### config.mk
export PLATFORM = sky130hd
export DESIGN_NAME = postfix_expression_evaluator
export DESIGN_NICKNAME = d
export VERILOG_FILES = /design/src/hdl/pfe_pkg.sv /design/src/hdl/pfe_ram.sv /design/src/hdl/pfe_divider.sv /design/src/hdl/pfe_datapath.sv /design/src/hdl/pfe_ctrl.sv /design/src/hdl/postfix_expression_evaluator.sv
export SDC_FILE = /design/constraint.sdc
export NUM_CORES = 2
export LEC_CHECK = 0
export BUFFER_PORTS_ARGS = -buffer_cell sky130_fd_sc_hd__buf_2
export CORE_ASPECT_RATIO = 0.75
export CORE_UTILIZATION = 59
export CTS_CLUSTER_DIAMETER = 150
export CTS_CLUSTER_SIZE = 20
export DETAILED_ROUTE_END_ITERATION = 10
export GPL_TIMING_DRIVEN = 0
export PLACE_DENSITY = 0.77
export REMOVE_ABC_BUFFERS = 1
export SYNTH_ARGS = -nofsm -noshare
export SYNTH_HDL_FRONTEND = slang
export SYNTH_SLANG_ARGS = --single-unit
### constraint.sdc
create_clock -name clk -period 6.6 [get_ports clk]
set_input_delay 0.99 -clock clk [delete_from_list [all_inputs] [get_ports clk]]
set_output_delay 0.99 -clock clk [all_outputs]
set_load 0.02 [all_outputs]
### src/hdl/pfe_pkg.sv
// ---------------------------------------------------------------------------
// pfe_pkg
// Shared constants, codes and controller/datapath interface types for the
// postfix expression evaluator.
// ---------------------------------------------------------------------------
package pfe_pkg;

  // stack geometry
  localparam int STACK_DEPTH = 16;
  localparam int ADDR_W      = $clog2(STACK_DEPTH);
  localparam int DEPTH_W     = $clog2(STACK_DEPTH + 1);
  localparam int WORD_W      = 32;
  localparam int CHAR_W      = 8;
  localparam int STATUS_W    = 3;

  // result status codes
  localparam logic [STATUS_W-1:0] ST_OK    = 3'd0;
  localparam logic [STATUS_W-1:0] ST_FEW   = 3'd1;
  localparam logic [STATUS_W-1:0] ST_DEPTH = 3'd2;
  localparam logic [STATUS_W-1:0] ST_DIV0  = 3'd3;
  localparam logic [STATUS_W-1:0] ST_OVER  = 3'd4;

  // character codes
  localparam logic [CHAR_W-1:0] CHAR_PLUS  = 8'h2B;
  localparam logic [CHAR_W-1:0] CHAR_MINUS = 8'h2D;
  localparam logic [CHAR_W-1:0] CHAR_STAR  = 8'h2A;
  localparam logic [CHAR_W-1:0] CHAR_SLASH = 8'h2F;
  localparam logic [CHAR_W-1:0] CHAR_SPACE = 8'h20;
  localparam logic [CHAR_W-1:0] CHAR_ZERO  = 8'h30;
  localparam logic [CHAR_W-1:0] CHAR_NINE  = 8'h39;
  localparam int               RADIX      = 10;

  // stack read address select
  localparam logic [1:0] RD_TOP  = 2'd0;
  localparam logic [1:0] RD_NEXT = 2'd1;
  localparam logic [1:0] RD_BASE = 2'd2;

  // controller to datapath commands
  typedef struct packed {
    logic       load_in;    // capture accepted input item
    logic       acc_step;   // fold digit into accumulator
    logic       push_num;   // push pending number and clear accumulator
    logic       push_res;   // push arithmetic result
    logic [1:0] rd_sel;     // stack read address
    logic       latch_x;    // capture top operand
    logic       latch_y;    // capture second operand and pop two
    logic       exec;       // compute add, subtract or multiply result
    logic       div_start;  // launch divider
    logic       div_latch;  // capture quotient
    logic       flag_few;   // too few operands
    logic       flag_div0;  // divide by zero
    logic       load_out;   // form result into output register
    logic       clear;      // return expression state to reset values
  } pfe_cmd_t;

  // datapath to controller status
  typedef struct packed {
    logic is_digit;
    logic is_space;
    logic is_arith;   // plus, minus or star
    logic is_div;
    logic last;
    logic pending;
    logic depth_lt2;
    logic x_zero;
    logic div_done;
    logic out_busy;   // output register full and not being taken
  } pfe_stat_t;

endpackage

### src/hdl/pfe_ram.sv
// ---------------------------------------------------------------------------
// pfe_ram
// Generic single write port, single read port RAM with registered read data.
// ---------------------------------------------------------------------------
module pfe_ram #(
  parameter int WIDTH = 32,
  parameter int DEPTH = 16
) (
  input  logic                     clk,
  input  logic                     we,
  input  logic [$clog2(DEPTH)-1:0] waddr,
  input  logic [WIDTH-1:0]         wdata,
  input  logic [$clog2(DEPTH)-1:0] raddr,
  output logic [WIDTH-1:0]         rdata
);

  logic [WIDTH-1:0] mem [DEPTH];
  logic [WIDTH-1:0] rdata_r;

  // write port and registered read port
  always_ff @(posedge clk) begin
    if (we) begin
      mem[waddr] <= wdata;
    end
    rdata_r <= mem[raddr];
  end

  assign rdata = rdata_r;

endmodule

### src/hdl/pfe_divider.sv
// ---------------------------------------------------------------------------
// pfe_divider
// Iterative restoring divider, one quotient bit per cycle, signed quotient
// truncated toward zero.
// ---------------------------------------------------------------------------
module pfe_divider (
  input  logic                  clk,
  input  logic                  rst_n,
  input  logic                  start,
  input  logic [pfe_pkg::WORD_W-1:0] dividend,
  input  logic [pfe_pkg::WORD_W-1:0] divisor,
  output logic                  done,
  output logic [pfe_pkg::WORD_W-1:0] quotient
);
  import pfe_pkg::*;

  localparam int CNT_W = $clog2(WORD_W);
  localparam logic [CNT_W-1:0] CNT_LAST = CNT_W'(WORD_W - 1);

  logic              busy_r, busy_nxt;
  logic              done_r, done_nxt;
  logic              neg_r, neg_nxt;
  logic [CNT_W-1:0]  cnt_r, cnt_nxt;
  logic [WORD_W-1:0] rem_r, rem_nxt;
  logic [WORD_W-1:0] q_r, q_nxt;
  logic [WORD_W-1:0] d_r, d_nxt;
  logic [WORD_W:0]   trial;

  // trial subtraction of the shifted remainder
  assign trial = {rem_r, q_r[WORD_W-1]} - {1'b0, d_r};

  always_comb begin
    busy_nxt = busy_r;
    done_nxt = 1'b0;
    neg_nxt  = neg_r;
    cnt_nxt  = cnt_r;
    rem_nxt  = rem_r;
    q_nxt    = q_r;
    d_nxt    = d_r;
    if (start) begin
      busy_nxt = 1'b1;
      neg_nxt  = dividend[WORD_W-1] ^ divisor[WORD_W-1];
      cnt_nxt  = '0;
      rem_nxt  = '0;
      q_nxt    = dividend[WORD_W-1] ? (WORD_W'(0) - dividend) : dividend;
      d_nxt    = divisor[WORD_W-1] ? (WORD_W'(0) - divisor) : divisor;
    end else if (busy_r) begin
      if (!trial[WORD_W]) begin
        rem_nxt = trial[WORD_W-1:0];
        q_nxt   = {q_r[WORD_W-2:0], 1'b1};
      end else begin
        rem_nxt = {rem_r[WORD_W-2:0], q_r[WORD_W-1]};
        q_nxt   = {q_r[WORD_W-2:0], 1'b0};
      end
      cnt_nxt = cnt_r + CNT_W'(1);
      if (cnt_r == CNT_LAST) begin
        busy_nxt = 1'b0;
        done_nxt = 1'b1;
      end
    end
  end

  // control state
  always_ff @(posedge clk) begin
    if (!rst_n) begin
      busy_r <= 1'b0;
      done_r <= 1'b0;
    end else begin
      busy_r <= busy_nxt;
      done_r <= done_nxt;
    end
  end

  // working registers
  always_ff @(posedge clk) begin
    neg_r <= neg_nxt;
    cnt_r <= cnt_nxt;
    rem_r <= rem_nxt;
    q_r   <= q_nxt;
    d_r   <= d_nxt;
  end

  assign done     = done_r;
  assign quotient = neg_r ? (WORD_W'(0) - q_r) : q_r;

endmodule

### src/hdl/pfe_datapath.sv
// ---------------------------------------------------------------------------
// pfe_datapath
// Input capture, number accumulator, operand stack, arithmetic, error
// tracking and output register.
// ---------------------------------------------------------------------------
module pfe_datapath (
  input  logic                         clk,
  input  logic                         rst_n,
  input  pfe_pkg::pfe_cmd_t            cmd,
  output pfe_pkg::pfe_stat_t           stat,
  input  logic [pfe_pkg::CHAR_W-1:0]   in_char_code,
  input  logic                         in_end_of_expression,
  output logic                         out_valid,
  input  logic                         out_ready,
  output logic [pfe_pkg::WORD_W-1:0]   out_value,
  output logic [pfe_pkg::STATUS_W-1:0] out_status
);
  import pfe_pkg::*;

  localparam logic [DEPTH_W-1:0] DEPTH_FULL = DEPTH_W'(STACK_DEPTH);
  localparam logic [DEPTH_W-1:0] DEPTH_ONE  = DEPTH_W'(1);
  localparam logic [DEPTH_W-1:0] DEPTH_TWO  = DEPTH_W'(2);

  logic [CHAR_W-1:0]   char_r;
  logic                last_r;
  logic [WORD_W-1:0]   acc_r, acc_nxt;
  logic                pending_r, pending_nxt;
  logic [DEPTH_W-1:0]  depth_r, depth_nxt;
  logic [STATUS_W-1:0] err_r, err_nxt;
  logic [WORD_W-1:0]   x_r, y_r, res_r, res_nxt;
  logic                out_valid_r, out_valid_nxt;
  logic [WORD_W-1:0]   value_r;
  logic [STATUS_W-1:0] status_r;
  logic [STATUS_W-1:0] fin_status;

  logic                push_en;
  logic [WORD_W-1:0]   push_data;
  logic                ram_we;
  logic [ADDR_W-1:0]   ram_raddr;
  logic [DEPTH_W-1:0]  depth_rd;
  logic [WORD_W-1:0]   ram_rdata;
  logic [CHAR_W-1:0]   digit;
  logic                div_done;
  logic [WORD_W-1:0]   div_q;

  // character classification
  assign digit = char_r - CHAR_ZERO;
  assign stat.is_digit  = (char_r >= CHAR_ZERO) && (char_r <= CHAR_NINE);
  assign stat.is_space  = (char_r == CHAR_SPACE);
  assign stat.is_arith  = (char_r == CHAR_PLUS) || (char_r == CHAR_MINUS) ||
                          (char_r == CHAR_STAR);
  assign stat.is_div    = (char_r == CHAR_SLASH);
  assign stat.last      = last_r;
  assign stat.pending   = pending_r;
  assign stat.depth_lt2 = (depth_r < DEPTH_TWO);
  assign stat.x_zero    = (x_r == '0);
  assign stat.div_done  = div_done;
  assign stat.out_busy  = out_valid_r && !out_ready;

  // stack read address
  always_comb begin
    case (cmd.rd_sel)
      RD_TOP:  depth_rd = depth_r - DEPTH_W'(1);
      RD_NEXT: depth_rd = depth_r - DEPTH_W'(2);
      default: depth_rd = '0;
    endcase
  end
  assign ram_raddr = depth_rd[ADDR_W-1:0];

  // push onto the stack, overflow drops the word
  assign push_en   = cmd.push_num || cmd.push_res;
  assign push_data = cmd.push_num ? acc_r : res_r;
  assign ram_we    = push_en && (depth_r != DEPTH_FULL);

  pfe_ram #(
    .WIDTH (WORD_W),
    .DEPTH (STACK_DEPTH)
  ) u_stack (
    .clk   (clk),
    .we    (ram_we),
    .waddr (depth_r[ADDR_W-1:0]),
    .wdata (push_data),
    .raddr (ram_raddr),
    .rdata (ram_rdata)
  );

  pfe_divider u_div (
    .clk      (clk),
    .rst_n    (rst_n),
    .start    (cmd.div_start),
    .dividend (y_r),
    .divisor  (x_r),
    .done     (div_done),
    .quotient (div_q)
  );

  // final status of the expression
  always_comb begin
    if (err_r != ST_OK) begin
      fin_status = err_r;
    end else if (depth_r != DEPTH_ONE) begin
      fin_status = ST_DEPTH;
    end else begin
      fin_status = ST_OK;
    end
  end

  // expression state update
  always_comb begin
    acc_nxt     = acc_r;
    pending_nxt = pending_r;
    depth_nxt   = depth_r;
    err_nxt     = err_r;
    if (cmd.clear) begin
      acc_nxt     = '0;
      pending_nxt = 1'b0;
      depth_nxt   = '0;
      err_nxt     = ST_OK;
    end else begin
      if (cmd.acc_step) begin
        acc_nxt     = (acc_r << 3) + (acc_r << 1) + WORD_W'(digit[3:0]);
        pending_nxt = 1'b1;
      end
      if (cmd.push_num) begin
        acc_nxt     = '0;
        pending_nxt = 1'b0;
      end
      if (push_en) begin
        if (depth_r == DEPTH_FULL) begin
          if (err_r == ST_OK) begin
            err_nxt = ST_OVER;
          end
        end else begin
          depth_nxt = depth_r + DEPTH_W'(1);
        end
      end
      if (cmd.latch_y) begin
        depth_nxt = depth_r - DEPTH_W'(2);
      end
      if (cmd.flag_few && (err_r == ST_OK)) begin
        err_nxt = ST_FEW;
      end
      if (cmd.flag_div0 && (err_r == ST_OK)) begin
        err_nxt = ST_DIV0;
      end
    end
  end

  // arithmetic result
  always_comb begin
    res_nxt = res_r;
    if (cmd.exec) begin
      case (char_r)
        CHAR_PLUS:  res_nxt = x_r + y_r;
        CHAR_MINUS: res_nxt = y_r - x_r;
        default:    res_nxt = x_r * y_r;
      endcase
    end else if (cmd.div_latch) begin
      res_nxt = div_q;
    end
  end

  // output register handshake
  always_comb begin
    out_valid_nxt = out_valid_r;
    if (out_valid_r && out_ready) begin
      out_valid_nxt = 1'b0;
    end
    if (cmd.load_out) begin
      out_valid_nxt = 1'b1;
    end
  end

  // control state
  always_ff @(posedge clk) begin
    if (!rst_n) begin
      acc_r       <= '0;
      pending_r   <= 1'b0;
      depth_r     <= '0;
      err_r       <= ST_OK;
      out_valid_r <= 1'b0;
    end else begin
      acc_r       <= acc_nxt;
      pending_r   <= pending_nxt;
      depth_r     <= depth_nxt;
      err_r       <= err_nxt;
      out_valid_r <= out_valid_nxt;
    end
  end

  // payload registers
  always_ff @(posedge clk) begin
    if (cmd.load_in) begin
      char_r <= in_char_code;
      last_r <= in_end_of_expression;
    end
    if (cmd.latch_x) begin
      x_r <= ram_rdata;
    end
    if (cmd.latch_y) begin
      y_r <= ram_rdata;
    end
    res_r <= res_nxt;
    if (cmd.load_out) begin
      status_r <= fin_status;
      value_r  <= (fin_status == ST_OK) ? ram_rdata : '0;
    end
  end

  assign out_valid  = out_valid_r;
  assign out_value  = value_r;
  assign out_status = status_r;

endmodule

### src/hdl/pfe_ctrl.sv
// ---------------------------------------------------------------------------
// pfe_ctrl
// Sequencer for one expression character: decode, number flush, operand
// reads, arithmetic, push and end-of-expression result.
// ---------------------------------------------------------------------------
module pfe_ctrl (
  input  logic                clk,
  input  logic                rst_n,
  input  logic                in_valid,
  output logic                in_ready,
  input  pfe_pkg::pfe_stat_t  stat,
  output pfe_pkg::pfe_cmd_t   cmd
);
  import pfe_pkg::*;

  localparam logic [3:0] S_IDLE    = 4'd0;
  localparam logic [3:0] S_DECODE  = 4'd1;
  localparam logic [3:0] S_OP      = 4'd2;
  localparam logic [3:0] S_RDX     = 4'd3;
  localparam logic [3:0] S_RDY     = 4'd4;
  localparam logic [3:0] S_EXEC    = 4'd5;
  localparam logic [3:0] S_DIV     = 4'd6;
  localparam logic [3:0] S_PUSHRES = 4'd7;
  localparam logic [3:0] S_CHKEND  = 4'd8;
  localparam logic [3:0] S_FINRD   = 4'd9;
  localparam logic [3:0] S_FINAL   = 4'd10;

  logic [3:0] state_r, state_nxt;

  assign in_ready = (state_r == S_IDLE);

  // next state and commands
  always_comb begin
    state_nxt = state_r;
    cmd       = '0;
    cmd.rd_sel = RD_BASE;
    case (state_r)
      S_IDLE: begin
        if (in_valid) begin
          cmd.load_in = 1'b1;
          state_nxt   = S_DECODE;
        end
      end
      S_DECODE: begin
        if (stat.is_digit) begin
          cmd.acc_step = 1'b1;
          state_nxt    = stat.last ? S_CHKEND : S_IDLE;
        end else begin
          cmd.push_num = stat.pending;
          state_nxt    = S_OP;
        end
      end
      S_OP: begin
        cmd.rd_sel = RD_TOP;
        if (stat.is_space) begin
          state_nxt = S_CHKEND;
        end else if (stat.depth_lt2) begin
          cmd.flag_few = 1'b1;
          state_nxt    = S_CHKEND;
        end else begin
          state_nxt = S_RDX;
        end
      end
      S_RDX: begin
        cmd.latch_x = 1'b1;
        cmd.rd_sel  = RD_NEXT;
        state_nxt   = S_RDY;
      end
      S_RDY: begin
        cmd.latch_y = 1'b1;
        state_nxt   = S_EXEC;
      end
      S_EXEC: begin
        if (stat.is_arith) begin
          cmd.exec  = 1'b1;
          state_nxt = S_PUSHRES;
        end else if (stat.is_div && stat.x_zero) begin
          cmd.flag_div0 = 1'b1;
          state_nxt     = S_CHKEND;
        end else if (stat.is_div) begin
          cmd.div_start = 1'b1;
          state_nxt     = S_DIV;
        end else begin
          state_nxt = S_CHKEND;
        end
      end
      S_DIV: begin
        if (stat.div_done) begin
          cmd.div_latch = 1'b1;
          state_nxt     = S_PUSHRES;
        end
      end
      S_PUSHRES: begin
        cmd.push_res = 1'b1;
        state_nxt    = S_CHKEND;
      end
      S_CHKEND: begin
        if (!stat.last) begin
          state_nxt = S_IDLE;
        end else begin
          cmd.push_num = stat.pending;
          state_nxt    = S_FINRD;
        end
      end
      S_FINRD: begin
        state_nxt = S_FINAL;
      end
      S_FINAL: begin
        if (!stat.out_busy) begin
          cmd.load_out = 1'b1;
          cmd.clear    = 1'b1;
          state_nxt    = S_IDLE;
        end
      end
      default: begin
        state_nxt = S_IDLE;
      end
    endcase
  end

  // state register
  always_ff @(posedge clk) begin
    if (!rst_n) begin
      state_r <= S_IDLE;
    end else begin
      state_r <= state_nxt;
    end
  end

endmodule

### src/hdl/postfix_expression_evaluator.sv
// ---------------------------------------------------------------------------
// postfix_expression_evaluator
// Evaluates a postfix expression fed one character per transfer and returns
// the final value or an error status on the last character.
//
//   channel  direction  ports                                   transfer
//   in       input      in_char_code, in_end_of_expression      in_valid & in_ready
//   out      output     out_value, out_status                   out_valid & out_ready
//
// A divide waits on the 32-step divider. The last character adds a final
// stack read and waits while the previous result is still held in the
// output register.
// Synchronous active-low reset empties the stack and output register.
// A stalled output only stops the block at the end of the next expression.
// ---------------------------------------------------------------------------
module postfix_expression_evaluator (
  input  logic                                clk,
  input  logic                                rst_n,
  input  logic                                in_valid,
  output logic                                in_ready,
  input  logic [pfe_pkg::CHAR_W-1:0]          in_char_code,
  input  logic                                in_end_of_expression,
  output logic                                out_valid,
  input  logic                                out_ready,
  output logic signed [pfe_pkg::WORD_W-1:0]   out_value,
  output logic [pfe_pkg::STATUS_W-1:0]        out_status
);
  import pfe_pkg::*;

  pfe_cmd_t          cmd;
  pfe_stat_t         stat;
  logic [WORD_W-1:0] value;

  // sequencer
  pfe_ctrl u_ctrl (
    .clk      (clk),
    .rst_n    (rst_n),
    .in_valid (in_valid),
    .in_ready (in_ready),
    .stat     (stat),
    .cmd      (cmd)
  );

  // stack, arithmetic and output register
  pfe_datapath u_dp (
    .clk                  (clk),
    .rst_n                (rst_n),
    .cmd                  (cmd),
    .stat                 (stat),
    .in_char_code         (in_char_code),
    .in_end_of_expression (in_end_of_expression),
    .out_valid            (out_valid),
    .out_ready            (out_ready),
    .out_value            (value),
    .out_status           (out_status)
  );

  assign out_value = $signed(value);

endmodule

# Word-level counts from Yosys, hierarchy flattened
# Memory sizes are Yosys's and may differ from the RTL's. A register that Yosys moved wholly into a read port is not among the register bits.
# Cells that the tools add are included.
# totals
ff_bits	290
ramBits	512
inputBits	13
elab_cells	167
n_memories	1
# op_classes
addsub	13
mul	1
n_lt_le_gt_ge	3
n_eq_ne	24
muxes	68
n_bitwise	3
reduce_logical	32
# memory_table
memory	words	width	rd	rd_clocked_by_memory_dff	write_ports	line	source
u_dp.u_stack.mem	16	32	1	1	1	pfe_ram.sv:17	logic [WIDTH-1:0] mem [DEPTH];
# ops
op	n
2-to-1 mux 32 bit	8
subtractor 1 x 32 -> 32 bit (first input constant)	3
adder 32 bit	2
case mux 32 bit (2 select lines)	1
2-to-1 mux 4 bit	11
case mux 4 bit (11 select lines)	1
equality test 8 x 6 -> 1 bit (second input constant)	5
subtractor 33 x 32 -> 33 bit	1
adder 32 x 4 -> 32 bit	1
logical NOT 32 bit	1
multiplier 32 x 32 -> 32 bit	1
subtractor 32 bit	1
2-to-1 mux 31 bit	1
2-to-1 mux 1 bit	30
2-to-1 mux 2 bit	9
equality test 4 x 3 -> 1 bit (second input constant)	4
2-to-1 mux 5 bit	3
equality test 4 bit (second input constant)	3
nonzero test 3 bit	4
adder 5 x 1 -> 5 bit (second input constant)	2
equality test 5 bit (second input constant)	2
AND reduction 3 bit	3
equality test 4 x 2 -> 1 bit (second input constant)	2
>= comparator 8 x 6 -> 1 bit (second input constant)	1
other kinds (27)	44

# Longest topological paths before layout
# logic_depth
depth_word	8
mapped_depth	28

# By module
# From an unflattened synthesis, not the netlist that was laid out.
# hier_totals
hier_cells	4665
hier_area_um2	55230.5
# modules_own_cells
module	instances	cells_each	area_per_inst_um2	seq_area_each_um2
pfe_datapath	1	2885	27174.8	5044.8
pfe_ram	1	838	19836.5	16015.4
pfe_divider	1	869	7673.6	2732.6
pfe_ctrl	1	73	545.5	80.1

# Worst setup path before layout
# Ideal clock, no wire load.
# synth_path
path_kind	reg-to-reg
startpoint	register u_dp.y_r[7]
endpoint	register u_dp.res_r[30], data pin
arrival_ns	6.787
t_required_ns	6.320
setup_slack_ns	-0.467
path_stages_with_launch	27
n_path_buf	2
synth_period_minus_slack_ns	7.067
path_cell_list	edfxtp_1 > clkbuf_1 > clkbuf_1 > and2_1 > fa_1 > fa_1 > fa_1 > inv_1 > fa_1 > inv_1 > fa_1 > inv_1 > fa_1 > inv_1 > fa_1 > fa_1 > ha_1 > a21oi_1 > nor2b_1 > o211ai_1 > a31oi_1 > a311oi_1 > o21ai_0 > o41ai_1 > xor2_1 > and3_1 > a311oi_1
# synth_via
elab_chain_cells	3
elab_cells_between_ends	5
# synth_lines
element	line	source
start, declared	pfe_datapath.sv:30	logic [WORD_W-1:0] x_r, y_r, res_r, res_nxt;
start signal, assigned	pfe_datapath.sv:201	y_r <= ram_rdata;
multiplier 32 x 32 -> 32 bit (tied with other cells)	pfe_datapath.sv:156	default: res_nxt = x_r * y_r;
case mux 32 bit (2 select lines) *	pfe_datapath.sv:153	case (char_r)
2-to-1 mux 32 bit *	pfe_datapath.sv:152	if (cmd.exec) begin
net u_dp.res_nxt[30]	pfe_datapath.sv:30	
end signal, assigned	pfe_datapath.sv:203	res_r <= res_nxt;
end, declared	pfe_datapath.sv:30	
# Mark *: on every way through the listed nets, which the timed path passes. The rest lies on a longest branch.
# A chain may end at the register's enable or synchronous reset.

# Final worst setup path
# Same ends and word-level chain as after synthesis.

==> results.cfg <==
[floorplanning]
initial_utilization_pct = 60.13
rows = 96
dieArea_um2 = 95270
die_w_um = 356.1
core_um2 = 92250
die_y_um = 267.6
ioPinCount = 50

[synthesis]
synth-seq-cells = 834
synthFlopType = edfxtp_1
async_reset_ff_share_pct = 0
synth_edf_count = 717
netlist_instances = 5146
syn_area_um2 = 55470
yosys_warnings = 0
synth_area_leader_cell = edfxtp_1
ys_seq_area_share_pct = 43.04
ys_types = 75
avgSynthCellArea_um2 = 10.78
synth_top_area_share_pct = 38.81
synth_area_leaders = edfxtp_1, fa_1, ha_1, nand2_1, and2_1

[finish]
fill_cells = 6563
final_common_cell = edfxtp_1
drive_gt1_share_pct = 12.00
multiInputGateArea_um2 = 29760
final-seq-area_um2 = 23870
layout_common_cells = edfxtp_1, nand2_1, inv_1
syn2layout_area_growth_pct = 12.02
final_cell_area_um2 = 62140
nets = 5886

[routing]
vias = 40776
drcViolationCount = 0
wl_per_cell_um = 24.80
routed_wl_um = 160500
first_iter_violations = 5267
drt_first_pass_iters = 7
avgViaCountPerCell = 6.301
drtAntennaViolNets = 0

[pwr]
power.leakage_uw = 0.02497
power_uw = 28360
power_density_nw_per_um2 = 456.4
ir_worst_vdd_v = 0.001300

[sta]
drv_slew = 26
tightest_slew_ps = 1574
hold_viol_final = 0
worst_slack_ps = -906.4
finalSetupTns_ps = -9638
min_period_over_period_pct = 113.7
final-setup-viol-count = 19
slew_headroom_pct = -4.957
max_freq_ghz = 0.1332
holdWs_ps = 459.1
skew_ps = 41.11
period_needed_ps = 7506
rsz0062_at_grt = yes

[global_route]
grt_antenna_before_repair = 6
use_met2_pct = 48.66
gr-usage-met1_pct = 48.02
grt_pass1_vias = 39798
grt_max_degree = 94
grt_first_pass_wirelength_um = 240000
top_usage_layer = met2
gr-usage-all-layers_pct = 33.62
grt_util_met3_pct = 10.19
grt_overflow = 0

[setup_path]
path_class = reg2reg
cp-start-kind = flop
cp.required_ps = 6910
regToRegEndpoint = u_dp.res_r[30]$_DFFE_PP_
max_stage_delay_ps = 570
path_common_cell = fa_1
slowest_stage = fa_1
end_kind = flop
crit_arrival_ps = 7820
ff2ff_path_depth = 24
crit_fanout = 4
crit_chain = buf_6 -> buf_4 -> buf_6 -> and2_1 -> fa_1 -> fa_1 -> inv_1 -> fa_1 -> fa_1 -> inv_2 -> ha_4 -> ha_4 -> fa_1 -> fa_1 -> ha_4 -> or4_4 -> a221oi_4 -> o211ai_1 -> a311oi_2 -> o21ai_2 -> o41ai_2 -> xor2_1 -> and3_1 -> a311oi_2
r2r_slack_ps = -910
timing.rr.start = u_dp.y_r[7]$_DFFE_PP_

[clock_network]
ctsHoldBuffers = 0
clk_pin_slew_ps = 90
cts_sinks = 834
htreeDepth = 2
cts_buffers = 48
ctsRootBufferMaster = clkbuf_16
cts_tree = done
ctsLongestPathBuffers = 3
insertion_delay_ps = 660

[worst_hold_path]
min_to = u_dp.acc_r[31]$_SDFFE_PP0P_
hold_start = u_dp.acc_r[31]$_SDFFE_PP0P_
hold_path.class = reg2reg
whs_path_depth = 2

[run_status]
violations = capacitance limit, slew limit, setup timing
status = finished, violations left

[placement]
gp_congestion = 0.9546
portBuffers = 49
dp_hpwl_um = 100900
placed_area_um2 = 57570

[job]
maxCapViolCount = 1
[worst max-delay path: cells and delay by family (launching register included)]
kind            cells  cell delay (ps)
fa+ha+maj           9             3660
compound gates      6             1510
simple gates        3              880
buf+inv             5              520
flops               1              400
xor+xnor            1              180
[routing by layer]
layer / wire, um / vias to the layer above / share of wire [%]
li1: - / 17828 / -
met1: 64430 / 20121 / 40
met2: 67290 / 2422 / 42
met3: 22130 / 405 / 14
met4: 6623 / 0 / 4.1
met5: 0 / - / 0
[what timing repair did]
item / in CTS / in global routing
gates resized for setup: 129 / 82
buffers inserted: 169 / 33
pin swaps: 114 / 124
setup endpoints to repair: 20 / 19
cloned: 4 / 0
[synthesized netlist by cell type (all sizes together), types with 21 or more instances]
cell,number
nor2b,27
fa,412
xnor2,176
a311oi,69
or3,36
nand3,41
ha,258
a21o,47
and3,81
a21oi,232
o31ai,32
edfxtp,717
nand2,699
nand2b,21
inv,437
o211ai,21
and2,411
dfxtp,117
nor2,146
a211oi,187
xor2,118
mux2i,39
a31oi,78
o21a,34
mux2,34
clkbuf,308
o21ai,163
nor3,37
[how the worst max path moves through the flow]
| stage | startpoint | to | slack, ps | depth (start not counted) |
|---|---|---|---|---|
| final | u_dp.y_r[7]$_DFFE_PP_ | u_dp.res_r[30]$_DFFE_PP_ | -910 | 24 |
| after global routing | u_dp.y_r[5]$_DFFE_PP_ | u_dp.res_r[23]$_DFFE_PP_ | -990 | 27 |
| after CTS | u_dp.y_r[6]$_DFFE_PP_ | u_dp.res_r[30]$_DFFE_PP_ | -730 | 22 |
| after detailed placement | u_dp.y_r[6]$_DFFE_PP_ | u_dp.res_r[30]$_DFFE_PP_ | -2110 | 21 |
| after global placement | u_ctrl.state_r[1]$_SDFFE_PN0P_ | u_dp.u_stack.rdata[8]$_DFF_P_ | -9080 | 6 |
| after floorplan | u_dp.depth_r[0]$_SDFFE_PP0P_ | u_dp.u_stack.rdata[0]$_DFF_P_ | -1430 | 9 |
[sequential cells by signal, indices dropped and copies added (netlist names), 4 cells and up]
name                cells
u_dp.acc_r             32
u_dp.depth_r            5
u_dp.u_div.cnt_r        5
u_dp.u_div.rem_r       32
u_dp.u_stack.rdata     32
u_ctrl.state_r          4
u_dp.u_stack.mem      512
u_dp.x_r               32
u_dp.y_r               32
u_dp.res_r             32
u_dp.out_value         32
u_dp.char_r             8
u_dp.u_div.q_r         32
u_dp.u_div.d_r         32
[stage by stage]
step                      setup slack, ps  instances  util (%)
after floorplan                     -1426       4823         -
after global placement              -9076       6097     60.74
after detailed placement            -2105       6172     62.41
after CTS                          -732.6       6435     66.63
after global routing               -990.2       6468     67.35
final                              -906.4       6471     67.36
[final cells by class]
cell class,instances,area share (%)
antenna,3,0.01208
clock buffer,86,2.231
clock inverter,4,0.1168
inverter,437,2.640
multi-input combinational,3552,47.89
sequential,834,38.42
tap,1225,2.467
timing repair buffer,330,6.228
[logic make-up (layout without fill, tap and decap cells)]
family / Yosys count / after routing / synth area share, %
xor gates and xnor gates: 294 / 294 / 4.642
adders and majority gates: 670 / 670 / 20.69
DFF: 834 / 834 / 43.04
and+or+nand+nor: 1572 / 1572 / 13.93
other: 0 / 3 / 0
AOI/OAI and AO/OA: 943 / 943 / 11.15
buffers and inverters: 760 / 857 / 5.163
muxes: 73 / 73 / 1.394
[power by group]
part | internal (uW) | leakage [uW] | switching (uW) | total [uW]
logic | 8670 | 0.0168 | 10400 | 19000
clock network | 1450 | 0.000691 | 1770 | 3220
registers | 5860 | 0.00748 | 256 | 6120
total | 16000 | 0.0250 | 12400 | 28400
Note: power is estimated with default switching activity, not from simulation.
